File: src/etc_pkg.sv
package etc_pkg;

    localparam int ADDR_W = 5;
    localparam int DATA_W = 32;

    // register indexes, byte address is 4 * index
    localparam logic [2:0] REG_HYST     = 3'd0;
    localparam logic [2:0] REG_BIG      = 3'd1;
    localparam logic [2:0] REG_COOL     = 3'd2;
    localparam logic [2:0] REG_FAN_OFF  = 3'd3;
    localparam logic [2:0] REG_FAN_MID  = 3'd4;
    localparam logic [2:0] REG_FAN_ON   = 3'd5;

    localparam logic [1:0] MODE_STANDBY  = 2'd0;
    localparam logic [1:0] MODE_COOLDOWN = 2'd1;
    localparam logic [1:0] MODE_PRINTING = 2'd2;

    // serial scaler: one multiplier bit, then one quotient bit per cycle
    localparam logic [3:0] MUL_STEPS  = 4'd7;
    localparam logic [3:0] LAST_STEP  = 4'd14;

    typedef struct packed {
        logic [5:0] hysteresis_margin;
        logic [6:0] big_difference;
        logic [6:0] cooldown_margin;
        logic [7:0] fan_off_level;
        logic [7:0] fan_mid_level;
        logic [7:0] fan_on_level;
    } cfg_t;

endpackage

File: src/etc_regs.sv
module etc_regs (
    input  logic                        aclk,
    input  logic                        aresetn,
    input  logic                        psel,
    input  logic                        penable,
    input  logic                        pwrite,
    input  logic [etc_pkg::ADDR_W-1:0]  paddr,
    input  logic [etc_pkg::DATA_W-1:0]  pwdata,
    output logic [etc_pkg::DATA_W-1:0]  prdata,
    output logic                        pready,
    output etc_pkg::cfg_t               cfg
);

    etc_pkg::cfg_t cfg_reg;
    logic          wr_en;
    logic [2:0]    index;

    assign pready = 1'b1;
    assign wr_en  = psel & penable & pwrite;
    assign index  = paddr[4:2];
    assign cfg    = cfg_reg;

    always_ff @(posedge aclk) begin
        if (!aresetn) begin
            cfg_reg.hysteresis_margin <= 6'd2;
            cfg_reg.big_difference    <= 7'd10;
            cfg_reg.cooldown_margin   <= 7'd5;
            cfg_reg.fan_off_level     <= 8'd0;
            cfg_reg.fan_mid_level     <= 8'd128;
            cfg_reg.fan_on_level      <= 8'd255;
        end else if (wr_en) begin
            case (index)
                etc_pkg::REG_HYST:    cfg_reg.hysteresis_margin <= pwdata[5:0];
                etc_pkg::REG_BIG:     cfg_reg.big_difference    <= pwdata[6:0];
                etc_pkg::REG_COOL:    cfg_reg.cooldown_margin   <= pwdata[6:0];
                etc_pkg::REG_FAN_OFF: cfg_reg.fan_off_level     <= pwdata[7:0];
                etc_pkg::REG_FAN_MID: cfg_reg.fan_mid_level     <= pwdata[7:0];
                etc_pkg::REG_FAN_ON:  cfg_reg.fan_on_level      <= pwdata[7:0];
                default: ;
            endcase
        end
    end

    always_comb begin
        case (index)
            etc_pkg::REG_HYST:    prdata = {26'd0, cfg_reg.hysteresis_margin};
            etc_pkg::REG_BIG:     prdata = {25'd0, cfg_reg.big_difference};
            etc_pkg::REG_COOL:    prdata = {25'd0, cfg_reg.cooldown_margin};
            etc_pkg::REG_FAN_OFF: prdata = {24'd0, cfg_reg.fan_off_level};
            etc_pkg::REG_FAN_MID: prdata = {24'd0, cfg_reg.fan_mid_level};
            etc_pkg::REG_FAN_ON:  prdata = {24'd0, cfg_reg.fan_on_level};
            default:              prdata = '0;
        endcase
    end

endmodule

File: src/etc_scaler.sv
module etc_scaler (
    input  logic       aclk,
    input  logic       aresetn,
    input  logic       start,
    input  logic [6:0] mult_a,
    input  logic [7:0] mult_b,
    input  logic [6:0] divisor,
    output logic       done,
    output logic [7:0] quotient
);

    logic        busy_reg, busy_next;
    logic        done_reg, done_next;
    logic [3:0]  cnt_reg, cnt_next;
    logic [14:0] acc_reg, acc_next;
    logic [14:0] mcand_reg, mcand_next;
    logic [6:0]  mplier_reg, mplier_next;
    logic [6:0]  span_reg, span_next;
    logic [7:0]  shifted;
    logic [7:0]  trial;
    logic        ge;

    assign shifted  = {acc_reg[14:8], acc_reg[7]};
    assign ge       = shifted >= {1'b0, span_reg};
    assign trial    = shifted - {1'b0, span_reg};
    assign done     = done_reg;
    assign quotient = acc_reg[7:0];

    always_comb begin
        busy_next   = busy_reg;
        done_next   = 1'b0;
        cnt_next    = cnt_reg;
        acc_next    = acc_reg;
        mcand_next  = mcand_reg;
        mplier_next = mplier_reg;
        span_next   = span_reg;
        if (start) begin
            busy_next   = 1'b1;
            cnt_next    = '0;
            acc_next    = '0;
            mcand_next  = {7'd0, mult_b};
            mplier_next = mult_a;
            span_next   = divisor;
        end else if (busy_reg) begin
            if (cnt_reg < etc_pkg::MUL_STEPS) begin
                // shift-add, one multiplier bit per cycle
                if (mplier_reg[0]) begin
                    acc_next = acc_reg + mcand_reg;
                end
                mcand_next  = {mcand_reg[13:0], 1'b0};
                mplier_next = {1'b0, mplier_reg[6:1]};
            end else begin
                // restoring division in place, quotient shifts in at the bottom
                acc_next = {(ge ? trial[6:0] : shifted[6:0]), acc_reg[6:0], ge};
            end
            cnt_next = cnt_reg + 4'd1;
            if (cnt_reg == etc_pkg::LAST_STEP) begin
                busy_next = 1'b0;
                done_next = 1'b1;
            end
        end
    end

    always_ff @(posedge aclk) begin
        if (!aresetn) begin
            busy_reg <= 1'b0;
            done_reg <= 1'b0;
            cnt_reg  <= '0;
        end else begin
            busy_reg <= busy_next;
            done_reg <= done_next;
            cnt_reg  <= cnt_next;
        end
    end

    always_ff @(posedge aclk) begin
        acc_reg    <= acc_next;
        mcand_reg  <= mcand_next;
        mplier_reg <= mplier_next;
        span_reg   <= span_next;
    end

endmodule

File: src/enclosure_thermostat_controller_top.sv
// enclosure thermostat controller
// input channel s_*: one control tick per item (mode, temperatures, door, lights),
// valid/ready handshake. result channel m_*: one result item per tick with
// heater, fan, supply and servo commands plus their update flags.
// configuration: APB-style port, six registers at byte addresses 0x00..0x14;
// the user must write them only while no item is in flight, since the block
// does not enforce it; pready is always high. an item is captured, evaluated
// and its result loaded into the output register; a tick that needs linear fan
// scaling also passes through the serial scaler, which does a 7-step shift-add
// multiply followed by an 8-step restoring divide. one item is worked on at a
// time, so a new item is taken once the previous result has been loaded into
// the output register. the output register holds a result while the receiver
// stalls; the next item's result waits inside until that register is free.
// reset: registers return to their defaults (hysteresis 2, big difference 10,
// cooldown margin 5, fan off 0, mid 128, on 255), the heating flag and the
// hysteresis latch clear and the previous mode becomes standby.
module enclosure_thermostat_controller_top (
    input  logic                        aclk,
    input  logic                        aresetn,
    input  logic                        s_valid,
    output logic                        s_ready,
    input  logic [1:0]                  s_operating_mode,
    input  logic signed [8:0]           s_inside_temp,
    input  logic signed [8:0]           s_outside_temp,
    input  logic [7:0]                  s_target_temp,
    input  logic                        s_door_open,
    input  logic                        s_lights_need_power,
    output logic                        m_valid,
    input  logic                        m_ready,
    output logic                        m_heater_on,
    output logic [7:0]                  m_fan_level,
    output logic                        m_drive_update,
    output logic                        m_supply_on,
    output logic                        m_supply_update,
    output logic                        m_servos_home,
    output logic                        m_cooldown_finished,
    input  logic                        psel,
    input  logic                        penable,
    input  logic                        pwrite,
    input  logic [etc_pkg::ADDR_W-1:0]  paddr,
    input  logic [etc_pkg::DATA_W-1:0]  pwdata,
    output logic [etc_pkg::DATA_W-1:0]  prdata,
    output logic                        pready
);

    localparam logic [1:0] ST_IDLE  = 2'd0;
    localparam logic [1:0] ST_EVAL  = 2'd1;
    localparam logic [1:0] ST_SCALE = 2'd2;
    localparam logic [1:0] ST_OUT   = 2'd3;

    etc_pkg::cfg_t cfg;

    logic [1:0] state_reg, state_next;

    // captured item
    logic [1:0]        mode_reg;
    logic signed [8:0] inside_reg;
    logic signed [8:0] outside_reg;
    logic [7:0]        target_reg;
    logic              door_reg;
    logic              lights_reg;

    // controller state
    logic       heating_reg, heating_next;
    logic       latch_reg, latch_next;
    logic [1:0] prev_mode_reg;

    // pending result
    logic       res_heater_reg;
    logic [7:0] res_fan_reg;
    logic       res_drive_reg;
    logic       res_supply_reg;
    logic       res_supupd_reg;
    logic       res_servos_reg;
    logic       res_fin_reg;

    // output register
    logic       m_valid_reg;
    logic       m_heater_reg;
    logic [7:0] m_fan_reg;
    logic       m_drive_reg;
    logic       m_supply_reg;
    logic       m_supupd_reg;
    logic       m_servos_reg;
    logic       m_fin_reg;

    // decision
    logic       d_heater, d_drive, d_supply, d_supupd, d_servos, d_fin, d_scale;
    logic [7:0] d_fan;
    logic       heat_eff;

    logic signed [10:0] in_s, out_s, tg_s, h_s, b_s, c_s, diff_s;
    logic               gt, cool_run, heat_low, far_hot, over_h, over_b, far_cold;

    logic signed [8:0] delta;
    logic              delta_neg;
    logic [7:0]        delta_mag;
    logic              scale_start;
    logic              scale_done;
    logic [7:0]        scale_q;
    logic [7:0]        scaled_fan;
    logic              out_free;

    etc_regs u_regs (
        .aclk    (aclk),
        .aresetn (aresetn),
        .psel    (psel),
        .penable (penable),
        .pwrite  (pwrite),
        .paddr   (paddr),
        .pwdata  (pwdata),
        .prdata  (prdata),
        .pready  (pready),
        .cfg     (cfg)
    );

    assign in_s   = {{2{inside_reg[8]}}, inside_reg};
    assign out_s  = {{2{outside_reg[8]}}, outside_reg};
    assign tg_s   = {3'd0, target_reg};
    assign h_s    = {5'd0, cfg.hysteresis_margin};
    assign b_s    = {4'd0, cfg.big_difference};
    assign c_s    = {4'd0, cfg.cooldown_margin};
    assign diff_s = in_s - tg_s;

    assign gt       = in_s > tg_s;
    assign cool_run = (in_s - c_s) > out_s;
    assign heat_low = (in_s + h_s) < tg_s;
    assign far_hot  = (in_s - b_s) > tg_s;
    assign over_h   = in_s > (tg_s + h_s);
    assign over_b   = in_s > (tg_s + b_s);
    assign far_cold = (in_s + b_s) < tg_s;

    assign delta     = $signed({1'b0, cfg.fan_on_level}) - $signed({1'b0, cfg.fan_off_level});
    assign delta_neg = delta[8];
    assign delta_mag = delta_neg ? 8'(-delta) : delta[7:0];

    // entering printing re-seeds the heating flag and clears the latch
    assign heat_eff = (prev_mode_reg != etc_pkg::MODE_PRINTING) ? !gt : heating_reg;

    always_comb begin
        d_heater     = 1'b0;
        d_fan        = '0;
        d_drive      = 1'b0;
        d_supply     = 1'b0;
        d_supupd     = 1'b0;
        d_servos     = 1'b0;
        d_fin        = 1'b0;
        d_scale      = 1'b0;
        heating_next = heating_reg;
        latch_next   = latch_reg;
        case (mode_reg)
            etc_pkg::MODE_COOLDOWN: begin
                if (cool_run) begin
                    d_supply = !door_reg || lights_reg;
                    d_supupd = 1'b1;
                    d_drive  = 1'b1;
                    d_fan    = cfg.fan_on_level;
                end else begin
                    d_fin = 1'b1;
                end
            end
            etc_pkg::MODE_PRINTING: begin
                d_supply     = 1'b1;
                d_supupd     = 1'b1;
                heating_next = heat_eff;
                latch_next   = (prev_mode_reg != etc_pkg::MODE_PRINTING) ? 1'b0 : latch_reg;
                if (heat_eff) begin
                    if (heat_low) begin
                        d_drive  = 1'b1;
                        d_heater = 1'b1;
                        d_fan    = cfg.fan_off_level;
                    end else if (far_hot) begin
                        heating_next = 1'b0;
                        d_drive      = 1'b1;
                        d_fan        = cfg.fan_mid_level;
                    end else if (gt) begin
                        d_drive = 1'b1;
                        d_fan   = cfg.fan_off_level;
                    end
                end else begin
                    d_drive = 1'b1;
                    if (gt) begin
                        if (over_h) begin
                            latch_next = 1'b1;
                        end
                        if (!latch_next) begin
                            d_fan = cfg.fan_off_level;
                        end else if (over_b) begin
                            d_fan = cfg.fan_on_level;
                        end else begin
                            d_scale = 1'b1;
                        end
                    end else if (far_cold) begin
                        heating_next = 1'b1;
                        latch_next   = 1'b0;
                        d_heater     = 1'b1;
                        d_fan        = cfg.fan_off_level;
                    end else begin
                        latch_next = 1'b0;
                        d_fan      = cfg.fan_off_level;
                    end
                end
            end
            default: begin
                // standby, and the unused mode code
                d_drive  = 1'b1;
                d_fan    = cfg.fan_off_level;
                d_servos = 1'b1;
                d_supply = lights_reg;
                d_supupd = 1'b1;
            end
        endcase
    end

    assign scale_start = (state_reg == ST_EVAL) && d_scale;

    etc_scaler u_scaler (
        .aclk     (aclk),
        .aresetn  (aresetn),
        .start    (scale_start),
        .mult_a   (diff_s[6:0]),
        .mult_b   (delta_mag),
        .divisor  (cfg.big_difference),
        .done     (scale_done),
        .quotient (scale_q)
    );

    // truncation toward zero: apply the sign to the magnitude quotient
    assign scaled_fan = (cfg.big_difference == 7'd0) ? cfg.fan_off_level :
                        cfg.fan_off_level + (delta_neg ? 8'(-scale_q) : scale_q);

    assign out_free = !m_valid_reg || m_ready;
    assign s_ready  = (state_reg == ST_IDLE);

    always_comb begin
        state_next = state_reg;
        unique case (state_reg)
            ST_IDLE:  if (s_valid) state_next = ST_EVAL;
            ST_EVAL:  state_next = d_scale ? ST_SCALE : ST_OUT;
            ST_SCALE: if (scale_done) state_next = ST_OUT;
            ST_OUT:   if (out_free) state_next = ST_IDLE;
        endcase
    end

    always_ff @(posedge aclk) begin
        if (!aresetn) begin
            state_reg     <= ST_IDLE;
            heating_reg   <= 1'b0;
            latch_reg     <= 1'b0;
            prev_mode_reg <= etc_pkg::MODE_STANDBY;
            m_valid_reg   <= 1'b0;
        end else begin
            state_reg <= state_next;
            if (state_reg == ST_EVAL) begin
                heating_reg   <= heating_next;
                latch_reg     <= latch_next;
                prev_mode_reg <= mode_reg;
            end
            if (state_reg == ST_OUT && out_free) begin
                m_valid_reg <= 1'b1;
            end else if (m_ready) begin
                m_valid_reg <= 1'b0;
            end
        end
    end

    always_ff @(posedge aclk) begin
        if (s_valid && s_ready) begin
            mode_reg    <= s_operating_mode;
            inside_reg  <= s_inside_temp;
            outside_reg <= s_outside_temp;
            target_reg  <= s_target_temp;
            door_reg    <= s_door_open;
            lights_reg  <= s_lights_need_power;
        end
        if (state_reg == ST_EVAL) begin
            res_heater_reg <= d_heater;
            res_fan_reg    <= d_fan;
            res_drive_reg  <= d_drive;
            res_supply_reg <= d_supply;
            res_supupd_reg <= d_supupd;
            res_servos_reg <= d_servos;
            res_fin_reg    <= d_fin;
        end else if (state_reg == ST_SCALE && scale_done) begin
            res_fan_reg <= scaled_fan;
        end
        if (state_reg == ST_OUT && out_free) begin
            m_heater_reg <= res_heater_reg;
            m_fan_reg    <= res_fan_reg;
            m_drive_reg  <= res_drive_reg;
            m_supply_reg <= res_supply_reg;
            m_supupd_reg <= res_supupd_reg;
            m_servos_reg <= res_servos_reg;
            m_fin_reg    <= res_fin_reg;
        end
    end

    assign m_valid             = m_valid_reg;
    assign m_heater_on         = m_heater_reg;
    assign m_fan_level         = m_fan_reg;
    assign m_drive_update      = m_drive_reg;
    assign m_supply_on         = m_supply_reg;
    assign m_supply_update     = m_supupd_reg;
    assign m_servos_home       = m_servos_reg;
    assign m_cooldown_finished = m_fin_reg;

endmodule
File: config.mk
export PLATFORM = sky130hd
export DESIGN_NAME = enclosure_thermostat_controller_top
export DESIGN_NICKNAME = d
export VERILOG_FILES = /design/src/etc_pkg.sv /design/src/etc_regs.sv /design/src/etc_scaler.sv /design/src/enclosure_thermostat_controller_top.sv
export SDC_FILE = /design/constraint.sdc
export NUM_CORES = 1
export LEC_CHECK = 0
export CAP_MARGIN = 25
export CELL_PAD_IN_SITES_DETAIL_PLACEMENT = 0
export CELL_PAD_IN_SITES_GLOBAL_PLACEMENT = 2
export CORE_MARGIN = 2
export CORE_UTILIZATION = 41
export CTS_CLUSTER_DIAMETER = 100
export DETAILED_ROUTE_END_ITERATION = 10
export DONT_BUFFER_PORTS = 1
export PLACE_DENSITY = 0.84
export SLEW_MARGIN = 20
export SYNTH_ARGS = -nofsm -noshare
export SYNTH_HDL_FRONTEND = slang
export SYNTH_SLANG_ARGS = --single-unit
File: constraint.sdc
create_clock -name aclk -period 4.8 [get_ports aclk]
set_input_delay 0.96 -clock aclk [delete_from_list [all_inputs] [get_ports aclk]]
set_output_delay 0.96 -clock aclk [all_outputs]
set_load 0.1 [all_outputs]
==> flow_metrics.tcl <==
set metrics [dict create \
    post-route-period-util 0.9529 \
    start_kind "register" \
    antenna_found_initial 0 \
    regArea_mm2 0.003985 \
    layout_common_cells "142 x ha_1, 104 x inv_1, 102 x nor2_1" \
    drtIter0Drc 521 \
    cp.required_ns 5.10 \
    path_cells "ha_1, fa_1, a211oi_1, o21bai_1, a21oi_1, xnor2_1, ha_1, or4_1, nor2_1, o21ai_0, a32oi_1, or2_1, buf_4, a21oi_1, a2111oi_0, o311a_1" \
    worst_pin_slew_ns 1.095 \
    setup_viol 0 \
    grt_pass1_vias 9147 \
    die_h_um 175.5 \
    largest_reg_flops 44 \
    cts_buffers 17 \
    slew_violations 0 \
    final_common_cell "ha_1" \
    start_util 0.4181 \
    dieArea_mm2 0.03082 \
    clockBufferDepth 2 \
    yosys.area.top_type "edfxtp_1" \
    rows 62 \
    multi_input_area_mm2 0.007456 \
    synthFlopType "edfxtp_1" \
    status "finished, final reports clean" \
    slew_headroom 0.2697 \
    cts_tree "done" \
    drv_cap 0 \
    power_density_mw_per_mm2 436.2 \
    hold_violations 0 \
    critPathCaptureType "register" \
    diodes 0 \
    core-area_mm2 0.02886 \
    holdPathStages 0 \
    synth_area_per_cell_um2 9.210 \
    dr.pass1.iters 5 \
    final_util 0.4625 \
    crit_arrival_ns 4.88 \
    nNetsFinal 1564 \
    clkLatencyLatePin_ns 0.45 \
    ys_warn_count 0 \
    dpl.hpwl_um 25120 \
    hold_class "reg2reg" \
    p_leak_uw 0.005559 \
    drcViolationCount 0 \
    fill_cells 2848 \
    drt_wl_total_um 32510 \
    synthArstFlopShare 0 \
    htree_levels 4 \
    setup_tns_ns 0 \
    wl_per_cell_um 18.75 \
    ys_seq_area_frac 0.3302 \
    max_stage_delay_ns 0.63 \
    grt_pass1_wl_um 50680 \
    ys_types 77 \
    reg2regPathDepth 16 \
    num_vias 9399 \
    fin_crit_ns 4.574 \
    vias_per_cell 5.420 \
    syn-cell-area_mm2 0.01207 \
    criticalPathCategory "reg2reg" \
    root_buffer "clkbuf_16" \
    cts.clk_slew.worst_paths_ns 0.07 \
    worst_path_max_delay_cell "a2111oi_0" \
    area_growth_syn_to_layout_pct 10.62 \
    synth_top_area_share 0.1991 \
    grt_overflow_total 0 \
    grt_max_degree 54 \
    synth_edf_count 80 \
    critPathMaxFanout 11 \
    fmax_mhz 218.6 \
    synthTopCellsByArea "edfxtp_1 20%, ha_1 15%, dfxtp_1 13%" \
    die_width_um 175.5 \
    skew_ns 0.02007 \
    ir_drop_mv 0.2609 \
    layout-drive-gt1-share 0.08593 \
    io_buffer_count 0 \
    antenna_left 0 \
    ys_seq_elements 159 \
    pin_count 123 \
    rsz0062_at_grt "no" \
    track_usage 0.2131 \
    clock-sinks 159 \
    syn_inst 1310 \
    routabilityCongestion 0.8415 \
    cts_hold_buffers 0 \
]
repair_timing:
item | CTS | global route
setup endpoints to repair | 0 | 1
buffers inserted | 0 | 0
gates resized for setup | 0 | 3
per-layer routing:
metal | vias up | global-route usage | wire [um]
met2 | 191 | 0.3488 | 15020
met3 | 40 | 0.03766 | 1236
met1 | 4425 | 0.2894 | 15510
met4 | 0 | 0.06026 | 745
met5 | - | 0 | 0
li1 | 4743 | - | -
worst max-delay path: cells and delay by family (launching register included):
| kind | cells | cell delay, ns |
|---|---|---|
| flops | 1 | 0.54 |
| simple gates | 3 | 0.74 |
| compound gates | 8 | 1.94 |
| xor+xnor | 1 | 0.10 |
| fa+ha+maj | 3 | 0.91 |
| buf+inv | 1 | 0.21 |
cells by family (layout without fill, tap and decap cells):
group / after synthesis / after routing / share of synthesized area
AOI/OAI and AO/OA: 345 / 345 / 0.1983
other: 2 / 25 / 0.0006224
DFF: 159 / 159 / 0.3302
xor gates and xnor gates: 69 / 69 / 0.05009
buffers and inverters: 172 / 189 / 0.06305
muxes: 59 / 59 / 0.04936
adders and majority gates: 153 / 153 / 0.1655
and+or+nand+nor: 351 / 351 / 0.1429
per-stage QoR:
stage	area [um^2]	std cells	hold WS, ns	setup WS, ns	total power, uW
5_1_grt	13350	1734	0.4233	0.03698	6216
3_5_place_dp	12740	1700	0.4045	0.1808	4470
6_report	13350	1734	0.4160	0.2263	5822
2_1_floorplan	12150	1333	0.4003	0.07201	3854
3_3_place_gp	12670	1697	0.4036	0.2551	4437
4_1_cts	13320	1732	0.4159	0.1320	5842
path summary, 6_finish.rpt:
check                                start                        to  slack, ns
setup reg to reg   target_reg[0]$_DFFE_PP_  res_fan_reg[7]$_DFFE_PP_       0.23
setup / recovery   target_reg[0]$_DFFE_PP_  res_fan_reg[7]$_DFFE_PP_       0.23
hold reg to reg   res_fan_reg[1]$_DFFE_PP_  m_fan_level[1]$_DFFE_PP_       0.42
hold / removal    res_fan_reg[1]$_DFFE_PP_  m_fan_level[1]$_DFFE_PP_       0.42
power breakdown:
| group | switching (uW) | internal [uW] | total [uW] |
|---|---|---|---|
| Clock | 631 | 729 | 1360 |
| Sequential | 256 | 1670 | 1920 |
| Combinational | 1530 | 1010 | 2540 |
| Total | 2410 | 3410 | 5820 |
area by class of cell:
type / count / area share
clock inverters: 13 / 0.008718
clock buffers: 19 / 0.03478
flip-flops and latches: 159 / 0.2986
inverters: 106 / 0.02981
multi-input cells: 1002 / 0.5586
well taps: 384 / 0.03600
repair buffers: 51 / 0.03347
synthesized netlist by cell type (all sizes together) (5+ instances only):
cell     instances
xnor2           41
clkbuf          30
a22oi            7
buf             36
o21bai          10
dfxtp           79
o22ai           10
xor2            28
nor3            36
nor2b           56
nand2           73
ha             142
nand2b          17
o21ai           73
a21oi           75
edfxtp          80
o221ai           5
a31oi            8
or3              7
o21a            25
o211ai          16
a21o            28
a21boi           8
nor2           103
o31a             8
inv            106
nand3           20
fa              11
o31ai            5
a2111oi         10
mux2i           55
nand4           14
or4              5
a211oi          24
(Power assumes the default switching activity.)
